$ cat src/rtl/ppfa_pkg.sv
package ppfa_pkg;

    localparam logic [1:0] CMD_ALLOC   = 2'd0;
    localparam logic [1:0] CMD_FREE    = 2'd1;
    localparam logic [1:0] CMD_REGION  = 2'd2;
    localparam logic [1:0] CMD_RESERVE = 2'd3;

    localparam logic [2:0] ST_ALLOC   = 3'd0;
    localparam logic [2:0] ST_EMPTY   = 3'd1;
    localparam logic [2:0] ST_NOTFREE = 3'd2;
    localparam logic [2:0] ST_FREED   = 3'd3;
    localparam logic [2:0] ST_IGNORED = 3'd4;
    localparam logic [2:0] ST_DONE    = 3'd5;

    localparam logic [31:0] REGION_AVAILABLE = 32'd1;

    typedef struct packed {
        logic [1:0]  cmd;
        logic [9:0]  page;
        logic        common;
        logic [63:0] region_base;
        logic [63:0] region_length;
        logic [31:0] region_type;
    } in_item_t;

    typedef struct packed {
        logic [2:0] status;
        logic [9:0] page_out;
    } out_item_t;

    // controller to datapath
    typedef struct packed {
        logic       clr_step;
        logic       load_in;
        logic       pop;
        logic       free_rd;
        logic       free_wr;
        logic       alloc_rd_map;
        logic       alloc_wr;
        logic       region_sum;
        logic       region_load;
        logic       walk_step;
        logic       resv0;
        logic       resv1;
        logic       out_load;
        logic [2:0] out_status;
    } ctrl_cmd_t;

    // datapath to controller
    typedef struct packed {
        logic [1:0] cmd;
        logic       count_zero;
        logic       page_oob;
        logic       map_bit;
        logic       region_ok;
        logic       walk_last;
        logic       clear_last;
        logic       out_busy;
    } dp_status_t;

endpackage

$ cat src/rtl/ppfa_ctrl.sv
module ppfa_ctrl (
    input  logic                 aclk,
    input  logic                 aresetn,
    input  logic                 s_valid,
    output logic                 s_ready,
    input  ppfa_pkg::dp_status_t st,
    output ppfa_pkg::ctrl_cmd_t  cmd
);

    typedef enum logic [3:0] {
        S_CLEAR,
        S_IDLE,
        S_DECODE,
        S_ALLOC_RD,
        S_ALLOC_CHK,
        S_FREE_CHK,
        S_REGION_CHK,
        S_REGION_WALK,
        S_RESV1,
        S_RESP
    } state_t;

    state_t     state_reg, state_next;
    logic [2:0] res_reg, res_next;

    always_comb begin
        state_next = state_reg;
        res_next   = res_reg;
        cmd        = '0;
        cmd.out_status = res_reg;
        s_ready    = 1'b0;

        case (state_reg)
            S_CLEAR: begin
                cmd.clr_step = 1'b1;
                if (st.clear_last) begin
                    state_next = S_IDLE;
                end
            end
            S_IDLE: begin
                s_ready = 1'b1;
                if (s_valid) begin
                    cmd.load_in = 1'b1;
                    state_next  = S_DECODE;
                end
            end
            S_DECODE: begin
                case (st.cmd)
                    ppfa_pkg::CMD_ALLOC: begin
                        if (st.count_zero) begin
                            res_next   = ppfa_pkg::ST_EMPTY;
                            state_next = S_RESP;
                        end else begin
                            cmd.pop    = 1'b1;
                            state_next = S_ALLOC_RD;
                        end
                    end
                    ppfa_pkg::CMD_FREE: begin
                        if (st.page_oob) begin
                            res_next   = ppfa_pkg::ST_IGNORED;
                            state_next = S_RESP;
                        end else begin
                            cmd.free_rd = 1'b1;
                            state_next  = S_FREE_CHK;
                        end
                    end
                    ppfa_pkg::CMD_REGION: begin
                        cmd.region_sum = 1'b1;
                        state_next     = S_REGION_CHK;
                    end
                    default: begin
                        cmd.resv0  = 1'b1;
                        state_next = S_RESV1;
                    end
                endcase
            end
            S_ALLOC_RD: begin
                // popped index is in the stack read register, fetch its free bit
                cmd.alloc_rd_map = 1'b1;
                state_next       = S_ALLOC_CHK;
            end
            S_ALLOC_CHK: begin
                if (st.map_bit) begin
                    cmd.alloc_wr = 1'b1;
                    res_next     = ppfa_pkg::ST_ALLOC;
                end else begin
                    res_next     = ppfa_pkg::ST_NOTFREE;
                end
                state_next = S_RESP;
            end
            S_FREE_CHK: begin
                if (st.map_bit) begin
                    res_next    = ppfa_pkg::ST_IGNORED;
                end else begin
                    cmd.free_wr = 1'b1;
                    res_next    = ppfa_pkg::ST_FREED;
                end
                state_next = S_RESP;
            end
            S_REGION_CHK: begin
                if (st.region_ok) begin
                    cmd.region_load = 1'b1;
                    state_next      = S_REGION_WALK;
                end else begin
                    res_next   = ppfa_pkg::ST_DONE;
                    state_next = S_RESP;
                end
            end
            S_REGION_WALK: begin
                cmd.walk_step = 1'b1;
                if (st.walk_last) begin
                    res_next   = ppfa_pkg::ST_DONE;
                    state_next = S_RESP;
                end
            end
            S_RESV1: begin
                cmd.resv1  = 1'b1;
                res_next   = ppfa_pkg::ST_DONE;
                state_next = S_RESP;
            end
            S_RESP: begin
                // wait until the output register is free for the transfer
                if (!st.out_busy) begin
                    cmd.out_load = 1'b1;
                    state_next   = S_IDLE;
                end
            end
            default: begin
                state_next = S_IDLE;
            end
        endcase
    end

    always_ff @(posedge aclk) begin
        if (!aresetn) begin
            state_reg <= S_CLEAR;
            res_reg   <= ppfa_pkg::ST_DONE;
        end else begin
            state_reg <= state_next;
            res_reg   <= res_next;
        end
    end

endmodule
$ cat config.mk
export PLATFORM = sky130hd
export DESIGN_NAME = ppfa_ctrl
export DESIGN_NICKNAME = d
export VERILOG_FILES = /design/src/rtl/ppfa_pkg.sv /design/src/rtl/ppfa_ctrl.sv
export SDC_FILE = /design/constraint.sdc
export NUM_CORES = 1
export LEC_CHECK = 0
export BUFFER_PORTS_ARGS = -buffer_cell sky130_fd_sc_hd__buf_4
export CORE_UTILIZATION = 40
export CTS_BUF_LIST = sky130_fd_sc_hd__clkbuf_8 sky130_fd_sc_hd__clkbuf_16
export DETAILED_ROUTE_END_ITERATION = 6
export PLACE_DENSITY = 0.7
export SETUP_SLACK_MARGIN = 0.4
export SYNTH_ARGS = -nofsm -noshare
export SYNTH_HDL_FRONTEND = slang
export SYNTH_SLANG_ARGS = --single-unit
$ cat constraint.sdc
create_clock -name aclk -period 1.7 [get_ports aclk]
set_input_delay 0.255 -clock aclk [delete_from_list [all_inputs] [get_ports aclk]]
set_output_delay 0.255 -clock aclk [all_outputs]
set_load 0.05 [all_outputs]
==> results of run 1 <==
==> Yosys cell counts (2+ instances only) <==
| cell | n | share of area, % |
|---|---|---|
| nand2_1 | 5 | 2.8 |
| nor3_1 | 5 | 3.8 |
| buf_2 | 4 | 3.0 |
| nor4b_1 | 4 | 5.3 |
| dfxtp_1 | 7 | 21 |
| nor2_1 | 10 | 5.7 |
| nor4_1 | 2 | 1.9 |
| nor3_2 | 2 | 3.0 |
| mux2i_1 | 3 | 4.5 |
| o21ai_0 | 4 | 3.0 |
| a21oi_1 | 4 | 3.0 |
| nand3_1 | 2 | 1.5 |
| or2b_1 | 2 | 2.3 |
| nand2b_1 | 4 | 3.8 |
| nor2b_1 | 5 | 4.7 |
==> stage by stage <==
| step | worst slack [ns] | cells | instance area [sq um] | setup TNS (ns) | hold WS [ns] |
|---|---|---|---|---|---|
| after floorplan | -0.1262 | 86 | 812.0 | -0.3748 | 0.4364 |
| after global placement | 0.1442 | 129 | 1035 | 0 | 0.4700 |
| after detailed placement | 0.1016 | 129 | 1035 | 0 | 0.4784 |
==> cells by family after synthesis <==
| family | Yosys count | synth area share [%] |
|---|---|---|
| and+or+nand+nor | 50 | 47.84 |
| buffers and inverters | 8 | 6.401 |
| muxes | 4 | 6.779 |
| DFF | 7 | 21.09 |
| AOI/OAI and AO/OA | 17 | 17.89 |
==> results.cfg, run 1 <==
[logic_synthesis]
synth_edf_count = 0
ys_warn_count = 0
ys.flop_type = dfxtp_1
ys_async_sr_fraction_pct = 0
synth_cell_type_count = 38
synth.avg_cell_area_sq_um = 7.725
yosysSeqAreaShare_pct = 21.09
synthesis.area_sq_um = 664.4
ys_ff_latch = 7
synth_cells = 86
synth.net_count = 98

[placement]
gp_routability_congestion = 0.8739
dp_hpwl_um = 1433
io_buffer_count = 28

[clock_network]
post_cts_buffers = 26
cts_root_buf = clkbuf_8
cts.sinks = 7
post_cts_resized = 53
htree_levels = 1
cts_made_buffers = 3
cts-hold-fix-buffers = 0
clockBufferDepth = 2

[floorplan]
die_x_um = 42.76
ios = 29
die_height_um = 42.76
initial_core_util_pct = 43.60
fp-row-count = 14

[status]
stop_error = [ERROR DPL-0038] Utilization greater than 100%, impossible to legalize
stop_stage = 4_1_cts
run_status = aborted with a tool error
==> run 2, diff against run 1 <==
==> config.mk (replaced) <==
export PLATFORM = sky130hd
export DESIGN_NAME = ppfa_ctrl
export DESIGN_NICKNAME = d
export VERILOG_FILES = /design/src/rtl/ppfa_pkg.sv /design/src/rtl/ppfa_ctrl.sv
export SDC_FILE = /design/constraint.sdc
export NUM_CORES = 1
export LEC_CHECK = 0
export BUFFER_PORTS_ARGS = -buffer_cell sky130_fd_sc_hd__buf_4
export CORE_AREA = 2 2 63 65
export DETAILED_ROUTE_END_ITERATION = 6
export DIE_AREA = 0 0 65 67
export PLACE_DENSITY_LB_ADDON = 0.15
export SYNTH_ARGS = -nofsm -noshare
export SYNTH_HDL_FRONTEND = slang
export SYNTH_SLANG_ARGS = --single-unit
==> results.cfg, run 2 <==
[status]
run_status = finished, violations left
violations = negative setup slack

[min_path]
holdPathEnd = state_reg[2]
worst_hold_path_type = in2reg
min_path_cells = 2
min_from = aresetn

[logic_synthesis]
ys_warn_count = 0
yosysSeqAreaShare_pct = 21.09
synth_edf_count = 0
synthesis.area_sq_um = 664.4
ys_top_cells_by_area = dfxtp_1 (21%), nor2_1 (5.6%), nor4b_1 (5.3%)
ys_async_sr_fraction_pct = 0
synth.net_count = 98
synth.avg_cell_area_sq_um = 7.725
synthDominantCellAreaShare_pct = 21.09
yosysMostFrequentCell = nor2_1
synth_common_cells = nor2_1 (10), dfxtp_1 (7), nand2_1 (5), nor2b_1 (5), nor3_1 (5)
ys_ff_latch = 7
synth_cell_type_count = 38
ys.flop_type = dfxtp_1
synth_cells = 86
synth_area_leader_cell = dfxtp_1

[timing]
timing.final.ws_setup_ns = -0.06108
setup_viol = 4
final_hold_viol_count = 0
fin_crit_sh_pct = 103.6
finalSetupTns_ns = -0.1035
period_minus_slack_ns = 1.761
max_clock_freq_mhz = 567.8
rsz0062_at_grt = yes
fin_skew_ns = 0.0006500
slew_viol_final = 0
tightest_slew_ns = 0.3435
slew_headroom_pct = 76.78

[floorplan]
fp-row-count = 22
core_sq_um = 3606
die-area_sq_um = 4355
ios = 29
initial_core_util_pct = 18.42
die_x_um = 65
die_height_um = 67

[worst_setup_path]
crit_chain = or2_1, or2_4, nor3_4, buf_6
cp-end-kind = output pin
cp.arrival_ns = 1.51
critPathKind = reg2out
rr_worst_depth = 5
critPathMaxFanout = 5
cpPeakStageDelay_ns = 0.35
r2r-end = res_reg[0]
timing.rr.start = state_reg[2]
critPathRequiredTime_ns = 1.44
r2r_slack_ns = 0.08
slowest_stage = dfxtp_4
critPathLaunchType = flop

[detailed_routing]
wl_met1_um = 1022
num_vias = 788
drtIter0Drc = 17
drcViolationCount = 0
postRouteAntennaNets = 0
routed_wirelength_um = 2199
drt_first_pass_iters = 4
dr_wl_met2_um = 1021
top_layer = met4
wl_per_cell_um = 12.57
route.met3.wl_um = 115
viasPerCell = 4.503

[placement]
place_ws_ns = 0.1011
gp_routability_congestion = 0.8097
dp_hpwl_um = 1665
io_buffer_count = 28
dp.cells = 165

[layout]
synthToLayoutAreaGrowth_pct = 80.60
antennaDiodeCount = 0
final_cell_mix = buf_4 (37), nor2_1 (8), nand2_1 (5), nor2b_1 (5), buf_6 (5)
drive_above_1_share_pct = 55.12
final_common_cell = buf_4
largest_register_ffs = 4
final_nets = 140
fin_cells = 175
nFillCells = 385

[clock_network]
cts_made_buffers = 3
cts_root_buf = clkbuf_8
htree_levels = 1
clk_pin_slew_ns = 0.04
clockBufferDepth = 2
cts.sinks = 7
clkLatencyLatePin_ns = 0.23
cts_tree = built
cts-hold-fix-buffers = 0

[job]
max_cap_viol_count = 0

[grt]
gr-total-overflow = 0
track_usage_pct = 10.69
grt_max_degree = 11
grt_pass1_wl_um = 3539
antenna_found_initial = 0
grt_pass1_vias = 755

[pwr]
p_per_area_nw_per_um2 = 466.0
p_leak_nw = 0.4751
total_power_w = 0.0005591
ir_worst_vdd_mv = 0.1458
## run 2: cell counts after synthesis
Identical to the previous run, type by type.
## run 2: cell families after synthesis
| kind of cell | count (synthesis) | share of synthesized area, % |
|---|---|---|
| compound gates | 17 | 17.89 |
| buf+inv | 8 | 6.401 |
| flops | 7 | 21.09 |
| mux | 4 | 6.779 |
| simple gates | 50 | 47.84 |
## run 2: layout make-up
| cell class | count | area (sq um) | share of cell area, % |
|---|---|---|---|
| multi-input cells | 71 | 575.6 | 47.97 |
| well taps | 48 | 60.06 | 5.005 |
| clock buffers | 4 | 45.04 | 3.754 |
| inverters | 1 | 3.754 | 0.3128 |
| repair buffers | 44 | 364.1 | 30.34 |
| flip-flops and latches | 7 | 151.4 | 12.62 |
## run 2: how the worst max path moves through the flow
stage / from / end / slack (ns) / cells past startpoint
floorplan: state_reg[3] / cmd[9] / -0.16 / 3
global placement: state_reg[2] / cmd[12] / 0.12 / 4
global route: state_reg[2] / cmd[12] / -0.11 / 4
finish: state_reg[2] / cmd[12] / -0.06 / 4
detailed placement: state_reg[1] / cmd[12] / 0.10 / 4
CTS: state_reg[2] / cmd[12] / -0.06 / 4
## run 2: routing by layer
layer	vias to the layer above	track usage [%]
met2	26	16.75
met1	362	13.42
li1	395	-
met4	0	4.787
met5	-	0
met3	5	3.209
## run 2: power by group
group / total, W / internal [W] / switching (W)
registers: 0.000166 / 0.000164 / 0.00000196
clock network: 0.000244 / 0.000163 / 0.0000814
logic: 0.000149 / 0.0000625 / 0.0000863
## run 2: timing repair
item / CTS / global route
gates resized for setup: 14 / 7
pin swaps: 4 / 1
endpoints found under the setup margin: 6 / 7
buffers inserted: 5 / 1
## run 2: metrics by stage
| step | hold WS (ns) | instance area, sq um | utilization [%] |
|---|---|---|---|
| after global routing | 0.3249 | 1200 | 33.28 |
| after detailed placement | 0.4794 | 1030 | 28.56 |
| after CTS | 0.3140 | 1159 | 32.13 |
| after floorplan | 0.4287 | 729.5 | - |
| after global placement | 0.4670 | 1030 | 28.56 |
| final | 0.3158 | 1200 | 33.28 |
## run 2: worst max-delay path: cells and delay by family, from the launching register on
family,cells,cell delay [ns]
buffers and inverters,1,0.18
AND/OR/NAND/NOR,3,0.74
flip-flops,1,0.35
No activity file was read; power rests on OpenSTA's default activity.
